### src/sv/gcsp_pkg.sv
package gcsp_pkg;

    // result kinds
    typedef enum logic [2:0] {
        EV_BP   = 3'd0,
        EV_CP   = 3'd1,
        EV_XF   = 3'd2,
        EV_TRI  = 3'd3,
        EV_QUAD = 3'd4,
        EV_ERR  = 3'd5
    } t_event_kind;

    // one result item
    typedef struct packed {
        t_event_kind kind;
        logic [15:0] addr;
        logic [31:0] data;
        logic [2:0]  fmt;
        logic [15:0] cnt;
    } t_event;

    // front status seen by the top level checks
    typedef struct packed {
        logic halted;
        logic push;
        logic err;
    } t_front_status;

    localparam logic [7:0] OP_NOP_A   = 8'h00;
    localparam logic [7:0] OP_NOP_B   = 8'h48;
    localparam logic [7:0] OP_BP      = 8'h61;
    localparam logic [4:0] GRP_TRI    = 5'h12;
    localparam logic [4:0] GRP_QUAD   = 5'h10;
    localparam logic [4:0] GRP_CP     = 5'h01;
    localparam logic [4:0] GRP_XF     = 5'h02;

    // bytes per coordinate component by format code
    function automatic logic [2:0] f_coord(input logic [2:0] c);
        unique case (c)
            3'd0, 3'd1: f_coord = 3'd1;
            3'd2, 3'd3: f_coord = 3'd2;
            default:    f_coord = 3'd4;
        endcase
    endfunction

    // bytes per color by format code
    function automatic logic [2:0] f_color(input logic [2:0] c);
        unique case (c)
            3'd0, 3'd3: f_color = 3'd2;
            3'd1, 3'd4: f_color = 3'd3;
            default:    f_color = 3'd4;
        endcase
    endfunction

    // vertex size in bytes from descriptor and attribute registers
    function automatic logic [6:0] f_vertex_bytes(input logic [31:0] d1,
                                                  input logic [31:0] d2,
                                                  input logic [31:0] va);
        logic [7:0] sz;
        logic [1:0] m;
        sz = 8'($countones(d1[8:0]));
        m = d1[10:9];
        if (m != 2'd0)
            sz = sz + ((m >= 2'd2) ? 8'(m - 2'd1)
                                   : 8'(f_coord(va[3:1])) * (va[0] ? 8'd3 : 8'd2));
        m = d1[12:11];
        if (m != 2'd0)
            sz = sz + ((m >= 2'd2) ? 8'(m - 2'd1) * (va[31] ? 8'd3 : 8'd1)
                                   : 8'(f_coord(va[12:10])) * (va[9] ? 8'd9 : 8'd3));
        m = d1[14:13];
        if (m != 2'd0)
            sz = sz + ((m >= 2'd2) ? 8'(m - 2'd1) : 8'(f_color(va[16:14])));
        m = d1[16:15];
        if (m != 2'd0)
            sz = sz + ((m >= 2'd2) ? 8'(m - 2'd1) : 8'(f_color(va[20:18])));
        m = d2[1:0];
        if (m != 2'd0)
            sz = sz + ((m >= 2'd2) ? 8'(m - 2'd1)
                                   : 8'(f_coord(va[24:22])) * (va[21] ? 8'd2 : 8'd1));
        f_vertex_bytes = sz[6:0];
    endfunction

endpackage

### src/sv/gcsp_front.sv
module gcsp_front (
    input  logic                   i_clk,
    input  logic                   i_rst_n,
    input  logic                   i_valid,
    input  logic                   i_space,
    input  logic [7:0]             i_cmd_byte,
    output logic                   o_ready,
    output logic                   o_push,
    output gcsp_pkg::t_event       o_event,
    output gcsp_pkg::t_front_status o_status
);
    import gcsp_pkg::*;

    typedef enum logic [8:0] {
        PH_IDLE     = 9'b000000001,
        PH_BP       = 9'b000000010,
        PH_CP       = 9'b000000100,
        PH_XF_HDR   = 9'b000001000,
        PH_XF_DATA  = 9'b000010000,
        PH_TRI_HDR  = 9'b000100000,
        PH_QUAD_HDR = 9'b001000000,
        PH_TRI_PAY  = 9'b010000000,
        PH_QUAD_PAY = 9'b100000000
    } t_phase;

    t_phase      r_phase, n_phase;
    logic [39:0] r_hdr, n_hdr;
    logic [2:0]  r_pos, n_pos;
    logic [22:0] r_rem, n_rem;
    logic [4:0]  r_left, n_left;
    logic [15:0] r_xaddr, n_xaddr;
    logic        r_halted, n_halted;

    // descriptor and attribute registers that set vertex size
    logic [31:0] r_desc1 [8];
    logic [31:0] r_desc2 [8];
    logic [31:0] r_attr  [8];
    logic [6:0]  r_vsize [8];
    logic        r_recalc;
    logic [2:0]  r_recalc_fmt;

    logic        accept;
    logic        push;
    t_event      ev;
    logic [39:0] hdr_sh;
    logic [2:0]  pos_inc;
    logic [22:0] rem_dec;
    logic [4:0]  left_dec;
    logic [22:0] total;
    logic        cp_done;
    logic [7:0]  cp_idx;
    logic [4:0]  grp;

    assign o_ready = i_space;
    assign accept  = i_valid && i_space;
    assign hdr_sh  = {r_hdr[31:0], i_cmd_byte};
    assign pos_inc = r_pos + 3'd1;
    assign rem_dec = r_rem - 23'd1;
    assign left_dec = r_left - 5'd1;
    assign total   = 23'(hdr_sh[15:0]) * 23'(r_vsize[hdr_sh[18:16]]);
    assign cp_idx  = hdr_sh[39:32];
    assign grp     = i_cmd_byte[7:3];

    // byte parse step
    always_comb begin
        n_phase  = r_phase;
        n_hdr    = r_hdr;
        n_pos    = r_pos;
        n_rem    = r_rem;
        n_left   = r_left;
        n_xaddr  = r_xaddr;
        n_halted = r_halted;
        push     = 1'b0;
        cp_done  = 1'b0;
        ev       = '0;
        if (accept && !r_halted) begin
            unique case (r_phase)
                PH_IDLE: begin
                    n_hdr = '0;
                    n_pos = '0;
                    priority if (i_cmd_byte == OP_NOP_A || i_cmd_byte == OP_NOP_B) begin
                    end else if (i_cmd_byte == OP_BP) begin
                        n_phase = PH_BP;
                    end else if (grp == GRP_TRI || grp == GRP_QUAD) begin
                        n_phase = (grp == GRP_TRI) ? PH_TRI_HDR : PH_QUAD_HDR;
                        n_hdr   = {37'd0, i_cmd_byte[2:0]};
                    end else if (grp == GRP_CP) begin
                        n_phase = PH_CP;
                    end else if (grp == GRP_XF) begin
                        n_phase = PH_XF_HDR;
                    end else begin
                        n_halted = 1'b1;
                        push     = 1'b1;
                        ev.kind  = EV_ERR;
                        ev.data  = {24'd0, i_cmd_byte};
                    end
                end
                PH_TRI_PAY, PH_QUAD_PAY: begin
                    n_rem = rem_dec;
                    if (rem_dec == 23'd0) begin
                        push    = 1'b1;
                        ev.kind = (r_phase == PH_TRI_PAY) ? EV_TRI : EV_QUAD;
                        ev.fmt  = r_hdr[18:16];
                        ev.cnt  = r_hdr[15:0];
                        n_phase = PH_IDLE;
                        n_pos   = '0;
                        n_hdr   = '0;
                    end
                end
                PH_BP: begin
                    n_hdr = hdr_sh;
                    n_pos = pos_inc;
                    if (pos_inc >= 3'd4) begin
                        push    = 1'b1;
                        ev.kind = EV_BP;
                        ev.addr = {8'd0, hdr_sh[31:24]};
                        ev.data = {8'd0, hdr_sh[23:0]};
                        n_phase = PH_IDLE;
                        n_pos   = '0;
                        n_hdr   = '0;
                    end
                end
                PH_CP: begin
                    n_hdr = hdr_sh;
                    n_pos = pos_inc;
                    if (pos_inc >= 3'd5) begin
                        push    = 1'b1;
                        cp_done = 1'b1;
                        ev.kind = EV_CP;
                        ev.addr = {8'd0, cp_idx};
                        ev.data = hdr_sh[31:0];
                        n_phase = PH_IDLE;
                        n_pos   = '0;
                        n_hdr   = '0;
                    end
                end
                PH_XF_HDR: begin
                    n_hdr = hdr_sh;
                    n_pos = pos_inc;
                    if (pos_inc >= 3'd4) begin
                        n_left  = {1'b0, hdr_sh[19:16]} + 5'd1;
                        n_xaddr = hdr_sh[15:0];
                        n_phase = PH_XF_DATA;
                        n_pos   = '0;
                        n_hdr   = '0;
                    end
                end
                PH_XF_DATA: begin
                    n_hdr = hdr_sh;
                    n_pos = pos_inc;
                    if (pos_inc >= 3'd4) begin
                        push    = 1'b1;
                        ev.kind = EV_XF;
                        ev.addr = r_xaddr;
                        ev.data = hdr_sh[31:0];
                        n_xaddr = r_xaddr + 16'd1;
                        n_left  = left_dec;
                        n_pos   = '0;
                        n_hdr   = '0;
                        if (left_dec == 5'd0) n_phase = PH_IDLE;
                    end
                end
                PH_TRI_HDR, PH_QUAD_HDR: begin
                    n_hdr = hdr_sh;
                    n_pos = pos_inc;
                    if (pos_inc >= 3'd2) begin
                        if (total == 23'd0) begin
                            push    = 1'b1;
                            ev.kind = (r_phase == PH_TRI_HDR) ? EV_TRI : EV_QUAD;
                            ev.fmt  = hdr_sh[18:16];
                            ev.cnt  = hdr_sh[15:0];
                            n_phase = PH_IDLE;
                            n_pos   = '0;
                            n_hdr   = '0;
                        end else begin
                            n_rem   = total;
                            n_phase = (r_phase == PH_TRI_HDR) ? PH_TRI_PAY : PH_QUAD_PAY;
                        end
                    end
                end
                default: begin
                    n_phase = PH_IDLE;
                    n_pos   = '0;
                    n_hdr   = '0;
                end
            endcase
        end
    end

    // parser registers
    always_ff @(posedge i_clk) begin
        if (!i_rst_n) begin
            r_phase  <= PH_IDLE;
            r_hdr    <= '0;
            r_pos    <= '0;
            r_rem    <= '0;
            r_left   <= '0;
            r_xaddr  <= '0;
            r_halted <= 1'b0;
        end else begin
            r_phase  <= n_phase;
            r_hdr    <= n_hdr;
            r_pos    <= n_pos;
            r_rem    <= n_rem;
            r_left   <= n_left;
            r_xaddr  <= n_xaddr;
            r_halted <= n_halted;
        end
    end

    // vertex register writes, size recomputed in the cycle after the write
    always_ff @(posedge i_clk) begin
        if (!i_rst_n) begin
            for (int i = 0; i < 8; i++) begin
                r_desc1[i] <= '0;
                r_desc2[i] <= '0;
                r_attr[i]  <= '0;
                r_vsize[i] <= '0;
            end
            r_recalc     <= 1'b0;
            r_recalc_fmt <= '0;
        end else begin
            r_recalc <= 1'b0;
            if (cp_done && !cp_idx[3]) begin
                unique case (cp_idx[7:4])
                    4'h5: r_desc1[cp_idx[2:0]] <= hdr_sh[31:0];
                    4'h6: r_desc2[cp_idx[2:0]] <= hdr_sh[31:0];
                    4'h7: r_attr[cp_idx[2:0]]  <= hdr_sh[31:0];
                    default: ;
                endcase
                if (cp_idx[7:4] == 4'h5 || cp_idx[7:4] == 4'h6 || cp_idx[7:4] == 4'h7) begin
                    r_recalc     <= 1'b1;
                    r_recalc_fmt <= cp_idx[2:0];
                end
            end
            if (r_recalc)
                r_vsize[r_recalc_fmt] <= f_vertex_bytes(r_desc1[r_recalc_fmt],
                                                        r_desc2[r_recalc_fmt],
                                                        r_attr[r_recalc_fmt]);
        end
    end

    assign o_push          = push;
    assign o_event         = ev;
    assign o_status.halted = r_halted;
    assign o_status.push   = push;
    assign o_status.err    = push && (ev.kind == EV_ERR);

endmodule

### src/sv/gcsp_queue.sv
module gcsp_queue (
    input  logic             i_clk,
    input  logic             i_rst_n,
    input  logic             i_push,
    input  gcsp_pkg::t_event i_event,
    output logic             o_space,
    output logic             o_valid,
    input  logic             i_ready,
    output gcsp_pkg::t_event o_event,
    output logic [1:0]       o_count
);
    import gcsp_pkg::*;

    t_event     r_mem [2];
    logic       r_wp, r_rp;
    logic [1:0] r_cnt;
    logic       push;
    logic       pop;

    assign o_space = (r_cnt != 2'd2);
    assign o_valid = (r_cnt != 2'd0);
    assign push    = i_push && o_space;
    assign pop     = o_valid && i_ready;
    assign o_event = r_mem[r_rp];
    assign o_count = r_cnt;

    // entry storage
    always_ff @(posedge i_clk) begin
        if (push) r_mem[r_wp] <= i_event;
    end

    // pointers and fill count
    always_ff @(posedge i_clk) begin
        if (!i_rst_n) begin
            r_wp  <= 1'b0;
            r_rp  <= 1'b0;
            r_cnt <= '0;
        end else begin
            if (push) r_wp <= ~r_wp;
            if (pop)  r_rp <= ~r_rp;
            r_cnt <= r_cnt + 2'(push) - 2'(pop);
        end
    end

endmodule

### src/sv/graphics_command_stream_parser.sv
// graphics command stream parser
// input channel: one command byte per item on i_cmd_byte (i_valid / o_ready)
// output channel: one result item per register write, finished draw or
// unknown opcode on o_event_kind, o_reg_address, o_reg_data, o_format_index,
// o_vertex_count (o_valid / i_ready)
// one byte is taken every cycle while the two-entry result queue has room
// a result is written into the queue as the byte that completes it is taken
// the front parser decodes each byte as it is taken; vertex sizes are
// recomputed in the cycle after a vertex descriptor or attribute write
// draw payload bytes are counted and dropped
// reset clears the parser, the vertex registers, the size cache and the
// queue; an unknown opcode gives an error item, then every byte is
// taken and ignored until reset
// when the receiver stalls the queue fills and o_ready drops after two
// pending results; no item is lost
module graphics_command_stream_parser (
    input  logic        i_clk,
    input  logic        i_rst_n,
    input  logic        i_valid,
    output logic        o_ready,
    input  logic [7:0]  i_cmd_byte,
    output logic        o_valid,
    input  logic        i_ready,
    output logic [2:0]  o_event_kind,
    output logic [15:0] o_reg_address,
    output logic [31:0] o_reg_data,
    output logic [2:0]  o_format_index,
    output logic [15:0] o_vertex_count
);
    import gcsp_pkg::*;

    logic          space;
    logic          push;
    t_event        front_ev;
    t_event        out_ev;
    t_front_status status;
    logic [1:0]    count;

    // parser front
    gcsp_front u_front (
        .i_clk      (i_clk),
        .i_rst_n    (i_rst_n),
        .i_valid    (i_valid),
        .i_space    (space),
        .i_cmd_byte (i_cmd_byte),
        .o_ready    (o_ready),
        .o_push     (push),
        .o_event    (front_ev),
        .o_status   (status)
    );

    // result queue and output side
    gcsp_queue u_queue (
        .i_clk   (i_clk),
        .i_rst_n (i_rst_n),
        .i_push  (push),
        .i_event (front_ev),
        .o_space (space),
        .o_valid (o_valid),
        .i_ready (i_ready),
        .o_event (out_ev),
        .o_count (count)
    );

    assign o_event_kind   = out_ev.kind;
    assign o_reg_address  = out_ev.addr;
    assign o_reg_data     = out_ev.data;
    assign o_format_index = out_ev.fmt;
    assign o_vertex_count = out_ev.cnt;

    // checks
    a_halt_silent: assert property (@(posedge i_clk) disable iff (!i_rst_n)
        status.halted |-> !status.push)
        else $error("result pushed while halted");

    a_err_halts: assert property (@(posedge i_clk) disable iff (!i_rst_n)
        status.err |=> status.halted)
        else $error("error did not halt parser");

    a_count_max: assert property (@(posedge i_clk) disable iff (!i_rst_n)
        count != 2'd3)
        else $error("queue count overflow");

    a_push_space: assert property (@(posedge i_clk) disable iff (!i_rst_n)
        status.push |-> space)
        else $error("push into full queue");

endmodule
### config.mk
export PLATFORM = sky130hd
export DESIGN_NAME = graphics_command_stream_parser
export DESIGN_NICKNAME = d
export VERILOG_FILES = /design/src/sv/gcsp_pkg.sv /design/src/sv/gcsp_front.sv /design/src/sv/gcsp_queue.sv /design/src/sv/graphics_command_stream_parser.sv
export SDC_FILE = /design/constraint.sdc
export NUM_CORES = 1
export LEC_CHECK = 0
export ABC_AREA = 1
export BUFFER_PORTS_ARGS = -buffer_cell sky130_fd_sc_hd__buf_2
export CORE_MARGIN = 3
export CORE_UTILIZATION = 33
export DETAILED_ROUTE_END_ITERATION = 6
export PLACE_DENSITY = 0.49
export SYNTH_ARGS = -nofsm -noshare
export SYNTH_HDL_FRONTEND = slang
export SYNTH_HIERARCHICAL = 1
export SYNTH_SLANG_ARGS = --single-unit
### constraint.sdc
create_clock -name i_clk -period 12.01 [get_ports i_clk]
set_input_delay 2.402 -clock i_clk [delete_from_list [all_inputs] [get_ports i_clk]]
set_output_delay 2.402 -clock i_clk [all_outputs]
set_load 0.005 [all_outputs]
Word level (Yosys, flattened, before mapping)
Memories as Yosys holds them, arrays and structs flattened. A register that Yosys moved wholly into a read port is not among the register bits.
Cells that the tools add are included.
{"block": "op_classes", "addsub": 25, "mul": 5, "div": 0, "magnitude_cmp": 8, "eq_ne": 44, "shifts": 0, "muxes": 165, "bitwise_logic": 7, "n_reduce_logical": 53}
{"operator": "32-bit two-way mux", "n": 13}
{"operator": "32-bit one-hot mux with 5 select lines", "n": 1}
{"operator": "7-bit two-way mux", "n": 22}
{"operator": "3-bit two-way mux", "n": 44}
{"operator": "32-bit one-hot mux with 4 select lines", "n": 1}
{"operator": "9-bit two-way mux", "n": 14}
{"operator": "32-bit OR reduction", "n": 3}
{"operator": "70-bit two-way mux", "n": 1}
{"operator": "9-bit one-hot mux with 7 select lines", "n": 1}
{"operator": "19-bit two-way mux", "n": 3}
{"operator": "50-bit two-way mux", "n": 1}
{"operator": "49-bit two-way mux", "n": 1}
{"operator": "16-bit one-hot mux with 3 select lines", "n": 1}
{"operator": "23-bit logical NOT", "n": 2}
{"operator": "23-bit two-way mux", "n": 2}
{"operator": "23-bit one-hot mux with 2 select lines", "n": 1}
{"operator": "7-bit adder", "n": 6}
{"operator": "40-bit two-way mux", "n": 1}
{"operator": "1-bit two-way mux", "n": 39}
{"operator": "19-bit one-hot mux with 2 select lines", "n": 1}
{"operator": "16-bit two-way mux", "n": 2}
{"operator": "16-bit one-hot mux with 2 select lines", "n": 1}
{"operator": "3-bit one-hot mux with 2 select lines", "n": 5}
{"operator": "2-bit OR reduction", "n": 13}
{"operator": "other kinds (61)", "n": 128}
{"block": "word_totals", "reg_bits": 97, "latch_bits": 0, "ramBits": 964, "rom_bits": 0, "in_bits": 12, "output_inout_bits": 72, "wordCells": 324, "mem_count": 5}
{"memory": "u_front.r_attr", "words": 8, "word_bits": 32, "read_ports": 1, "rd_clocked_by_memory_dff": 1, "wr": 8, "line_no": "gcsp_front.sv:37", "rtl": "logic [31:0] r_attr [8];"}
{"memory": "u_front.r_desc1", "words": 8, "word_bits": 32, "read_ports": 1, "rd_clocked_by_memory_dff": 1, "wr": 8, "line_no": "gcsp_front.sv:35", "rtl": "logic [31:0] r_desc1 [8];"}
{"memory": "u_front.r_desc2", "words": 8, "word_bits": 32, "read_ports": 1, "rd_clocked_by_memory_dff": 1, "wr": 8, "line_no": "gcsp_front.sv:36", "rtl": "logic [31:0] r_desc2 [8];"}
{"memory": "u_queue.r_mem", "words": 2, "word_bits": 70, "read_ports": 1, "rd_clocked_by_memory_dff": 1, "wr": 1, "line_no": "gcsp_queue.sv:14", "rtl": "t_event r_mem [2];"}
{"memory": "u_front.r_vsize", "words": 8, "word_bits": 7, "read_ports": 1, "rd_clocked_by_memory_dff": 1, "wr": 8, "line_no": "gcsp_front.sv:38", "rtl": "logic [6:0] r_vsize [8];"}

Logic depth before layout (Yosys ltp)
{"block": "depth", "depth_word": 29, "depth_mapped": 54}

Cells and area by module
Netlist, hierarchy kept.
{"module": "gcsp_front", "instances": 1, "cells_each": 3278, "area_per_inst_um2": 26631.8, "seq_area_each_um2": 12071.6}
{"module": "gcsp_queue", "instances": 1, "cells_each": 255, "area_per_inst_um2": 5650.4, "seq_area_each_um2": 4304.1}

Least setup slack after synthesis
Ideal clock, no wire load.
{"block": "synth_path", "path_type": "input to register", "start": "in i_cmd_byte[5]", "end": "mem u_queue/r_mem[0][0] in the netlist's numbering (enable)", "t_arrival_ns": 9.976, "slack_ns": 1.536, "cell_stages": 26, "path_cell_list": "clkbuf_1 inv_1 clkbuf_1 nor2_1 fa_1 inv_1 fa_1 inv_1 fa_1 fa_1 ha_1 inv_1 nor3_1 nand2_1 nand2_1 nand2_1 nand2_1 nand2_1 nand2_1 xor2_1 nand3_1 nor2_1 nand4_1 a21oi_1 nand2_1 nor2_1"}
{"block": "synth_via", "elab_chain_cells": 11, "word_cells_on_any_way": 23, "classes_between": "1 x mul; 6 x eq/ne; 11 x mux; 5 x reduce/logical"}
{"element": "start: declaration", "line_no": "graphics_command_stream_parser.sv:21", "rtl": "input logic [7:0] i_cmd_byte,"}
{"element": "branches (longest 6 deep; another with 16-bit by 7-bit multiplier with 23-bit output)"}
{"element": "1-bit one-hot mux with 5 select lines (*)", "line_no": "gcsp_front.sv:77", "rtl": "unique case (r_phase)"}
{"element": "1-bit two-way mux (*)", "line_no": "gcsp_front.sv:76", "rtl": "if (accept && !r_halted) begin"}
{"element": "net push", "line_no": "graphics_command_stream_parser.sv:33", "rtl": "logic push;"}
{"element": "1-bit logical AND (*)", "line_no": "gcsp_queue.sv:22", "rtl": "assign push = i_push && o_space;"}
{"element": "1-bit two-way mux (*)", "line_no": "gcsp_queue.sv:29", "rtl": "if (push) r_mem[r_wp] <= i_event;"}
{"element": "1-bit two-way mux (implied by the code) (*)", "line_no": "gcsp_queue.sv:29"}
{"element": "end: declaration", "line_no": "gcsp_queue.sv:14"}
Mark *: on every way through the listed nets, which the timed path passes.

==> run_summary.xml <==
<?xml version="1.0" encoding="UTF-8"?>
<metrics>
  <group name="run">
    <metric name="max-cap-violations" unit="">0</metric>
  </group>
  <group name="routing">
    <metric name="drtIter0Drc" unit="">1971</metric>
    <metric name="drt.antenna.violating_nets" unit="">0</metric>
    <metric name="routedWlPerCell" unit="um">20.1</metric>
    <metric name="via_per_inst" unit="">5.04</metric>
    <metric name="postRouteWirelength" unit="um">97400</metric>
    <metric name="detailedRoute.firstPassIterationCount" unit="">5</metric>
    <metric name="num_vias" unit="">24500</metric>
    <metric name="drc_errors_left" unit="">0</metric>
  </group>
  <group name="place">
    <metric name="port_buffers" unit="">83</metric>
    <metric name="routabilityCongestion" unit="">0.877</metric>
    <metric name="dp_cells" unit="">4736</metric>
    <metric name="hpwlAfterDp" unit="um">65700</metric>
  </group>
  <group name="floorplan">
    <metric name="die_height" unit="um">319</metric>
    <metric name="die_area" unit="um2">102000</metric>
    <metric name="row_count" unit="">114</metric>
    <metric name="design.core.area" unit="um2">96900</metric>
    <metric name="floorplan.initialDensity" unit="">0.333</metric>
    <metric name="io-pin-count" unit="">84</metric>
    <metric name="die_width" unit="um">319</metric>
  </group>
  <group name="timing">
    <metric name="finalCritPeriodShare" unit="">0.804</metric>
    <metric name="finalClockSkew" unit="ns">0.0242</metric>
    <metric name="fmax" unit="GHz">0.104</metric>
    <metric name="final-setup-viol-count" unit="">0</metric>
    <metric name="max_slew_violations" unit="">0</metric>
    <metric name="setup_tns" unit="ns">0</metric>
    <metric name="tightestPinTransition" unit="ns">1.31</metric>
    <metric name="fin_hold_ws" unit="ns">0.453</metric>
    <metric name="normalized_max_slew_margin" unit="">0.127</metric>
    <metric name="period_needed" unit="ns">9.66</metric>
    <metric name="count_of_endpoints_failing_hold_in_the_final_timing_report" unit="">0</metric>
    <metric name="grt_setup_unrepaired" unit="">false</metric>
  </group>
  <group name="power_and_ir_drop">
    <metric name="total_leakage_power" unit="uW">0.0137</metric>
    <metric name="power_density" unit="nW/um2">170</metric>
    <metric name="p_comb_frac" unit="">0.280</metric>
    <metric name="peakVddDrop" unit="mV">0.123</metric>
    <metric name="clock_power_share" unit="">0.330</metric>
    <metric name="power_frac_seq" unit="">0.390</metric>
    <metric name="switching_share" unit="">0.326</metric>
    <metric name="power.net_switching" unit="uW">1990</metric>
    <metric name="internal_power" unit="uW">4100</metric>
  </group>
  <group name="yosys">
    <metric name="syn-cell-area" unit="um2">32200</metric>
    <metric name="postSynthAreaPerCell" unit="um2">9.14</metric>
    <metric name="post_synth_inst_count" unit="">3527</metric>
    <metric name="synthesis.yosys.warnings" unit="">6</metric>
  </group>
  <group name="clock_network">
    <metric name="postCtsHoldBufs" unit="">0</metric>
    <metric name="ctsRootBufferMaster" unit="">sky130_fd_sc_hd__clkbuf_16</metric>
    <metric name="clock_tree_from_tritoncts" unit="">built</metric>
    <metric name="worst_skew_pair.late_latency" unit="ns">0.61</metric>
    <metric name="cts.reportedPaths.clkPinSlew" unit="ns">0.06</metric>
    <metric name="postCtsSetupBuffers" unit="">0</metric>
    <metric name="cts.sink_count" unit="">580</metric>
    <metric name="htree_num_levels" unit="">3</metric>
    <metric name="cts_buffer_count" unit="">67</metric>
    <metric name="ctsResizeCount" unit="">0</metric>
    <metric name="cts-root-to-sink-buffers" unit="">3</metric>
  </group>
  <group name="setup_path">
    <metric name="required" unit="ns">12.34</metric>
    <metric name="crit_path_start_kind" unit="">flop</metric>
    <metric name="worst-path-max-fanout" unit="">26</metric>
    <metric name="worst_path_slowest_cell" unit="">sky130_fd_sc_hd__clkinv_1</metric>
    <metric name="cpMostUsedCell" unit="">sky130_fd_sc_hd__nand2_1</metric>
    <metric name="arrival" unit="ns">9.99</metric>
    <metric name="setup_crit_path_kind" unit="">reg2reg</metric>
    <metric name="slowest_delay" unit="ns">0.66</metric>
    <metric name="r2r_cells" unit="">40</metric>
    <metric name="worstSetupEndpointType" unit="">flop</metric>
  </group>
  <group name="global_route">
    <metric name="vias_in_the_first_global_route" unit="">24100</metric>
    <metric name="grt_most_used_layer" unit="">met2</metric>
    <metric name="grt_use_met1" unit="">0.260</metric>
    <metric name="grt_antenna_before_repair" unit="">3</metric>
    <metric name="grt_usage" unit="">0.190</metric>
    <metric name="global_route.usage.met3" unit="">0.0343</metric>
    <metric name="grt-ovfl-total" unit="">0</metric>
    <metric name="gr-usage-met2" unit="">0.303</metric>
    <metric name="global_route_wire_length_before_repair" unit="um">149000</metric>
    <metric name="grt_start_max_net_pins" unit="">85</metric>
  </group>
  <group name="finish">
    <metric name="drive_gt1_frac" unit="">0.0877</metric>
    <metric name="postLayoutCoreUtil" unit="">0.370</metric>
    <metric name="most_common_cell_after_layout_fill_and_taps_aside" unit="">sky130_fd_sc_hd__nor2_1</metric>
    <metric name="layout.nets" unit="">3709</metric>
    <metric name="layout.cells.non_filler" unit="">4855</metric>
    <metric name="antenna_cells" unit="">0</metric>
    <metric name="syn2layout_area_growth" unit="%">11.2</metric>
    <metric name="final_cell_mix" unit="">sky130_fd_sc_hd__nor2_1 (757), sky130_fd_sc_hd__nand2_1 (548), sky130_fd_sc_hd__edfxtp_1 (476), sky130_fd_sc_hd__inv_1 (315), sky130_fd_sc_hd__o21ai_0 (228)</metric>
  </group>
  <group name="status">
    <metric name="outcome" unit="">completed</metric>
  </group>
  <group name="min_path">
    <metric name="worst_hold_path.num_cells" unit="">2</metric>
    <metric name="hold_path.class" unit="">reg2reg</metric>
  </group>
</metrics>
[power groups by stage]
| stage | logic, uW | clock network (uW) | registers [uW] |
|---|---|---|---|
| 2_1_floorplan | 1240 | 0 | 2400 |
| 3_3_place_gp | 1710 | 0 | 2420 |
| 3_5_place_dp | 1700 | 0 | 2420 |
| 4_1_cts | 1720 | 2060 | 2380 |
| 5_1_grt | 1930 | 2140 | 2390 |
| 6_report | 1700 | 2010 | 2380 |
[final cells by class]
cell class              count  area, um2
well taps                1276       1600
clock inverters            29        290
inverters                 333       1250
repair buffers            116        663
fillers                  9767      61000
multi-input cells        2431      13800
flip-flops and latches    580      16400
clock buffers              90       1860
[state kept, by name (all words and copies together) (netlist names), 5 cells and up, named ones only]
register	flops
u_front/r_vsize	56
u_front/r_rem	23
u_front/r_xaddr	16
u_front/r_left	5
u_front/r_attr	128
u_front/r_desc2	16
u_front/r_phase	9
u_front/r_desc1	136
u_front/r_hdr	32
u_queue/r_mem	140
[metrics by stage]
stage	setup WS, ns	total power (uW)	area (um2)
global placement	2.39	4130	33700
finish	2.35	6090	35900
detailed placement	2.35	4120	33700
CTS	2.32	6160	35900
floorplan	1.61	3640	32300
global route	1.50	6470	35900
[worst paths after layout]
check | from | to | slack (ns)
setup / recovery | flop | u_front/r_vsize[4][5]$_SDFFCE_PN0P_ | 2.35
hold / removal | u_front/r_halted$_SDFFE_PN0P_ | u_front/r_halted$_SDFFE_PN0P_ | 0.45
setup reg to reg | flop | u_front/r_vsize[4][5]$_SDFFCE_PN0P_ | 2.35
hold reg to reg | u_front/r_halted$_SDFFE_PN0P_ | u_front/r_halted$_SDFFE_PN0P_ | 0.45
[critical path: cells and delay by family, from the launching register on]
family | cells | cell delay, ns
XOR/XNOR | 2 | 0.73
flip-flops | 1 | 0.30
adder cells (fa/ha/maj) | 10 | 4.20
AND/OR/NAND/NOR | 14 | 1.48
buffers and inverters | 8 | 1.30
AO/OA/AOI/OAI | 6 | 1.35
[per-layer routing]
metal	up-vias	part of all wire	wire length, um
li1	11800	-	-
met3	146	0.061	5950
met5	-	0.00028	27
met2	612	0.45	44200
met1	11900	0.46	44400
met4	4	0.029	2860
(Power assumes the default switching activity.)
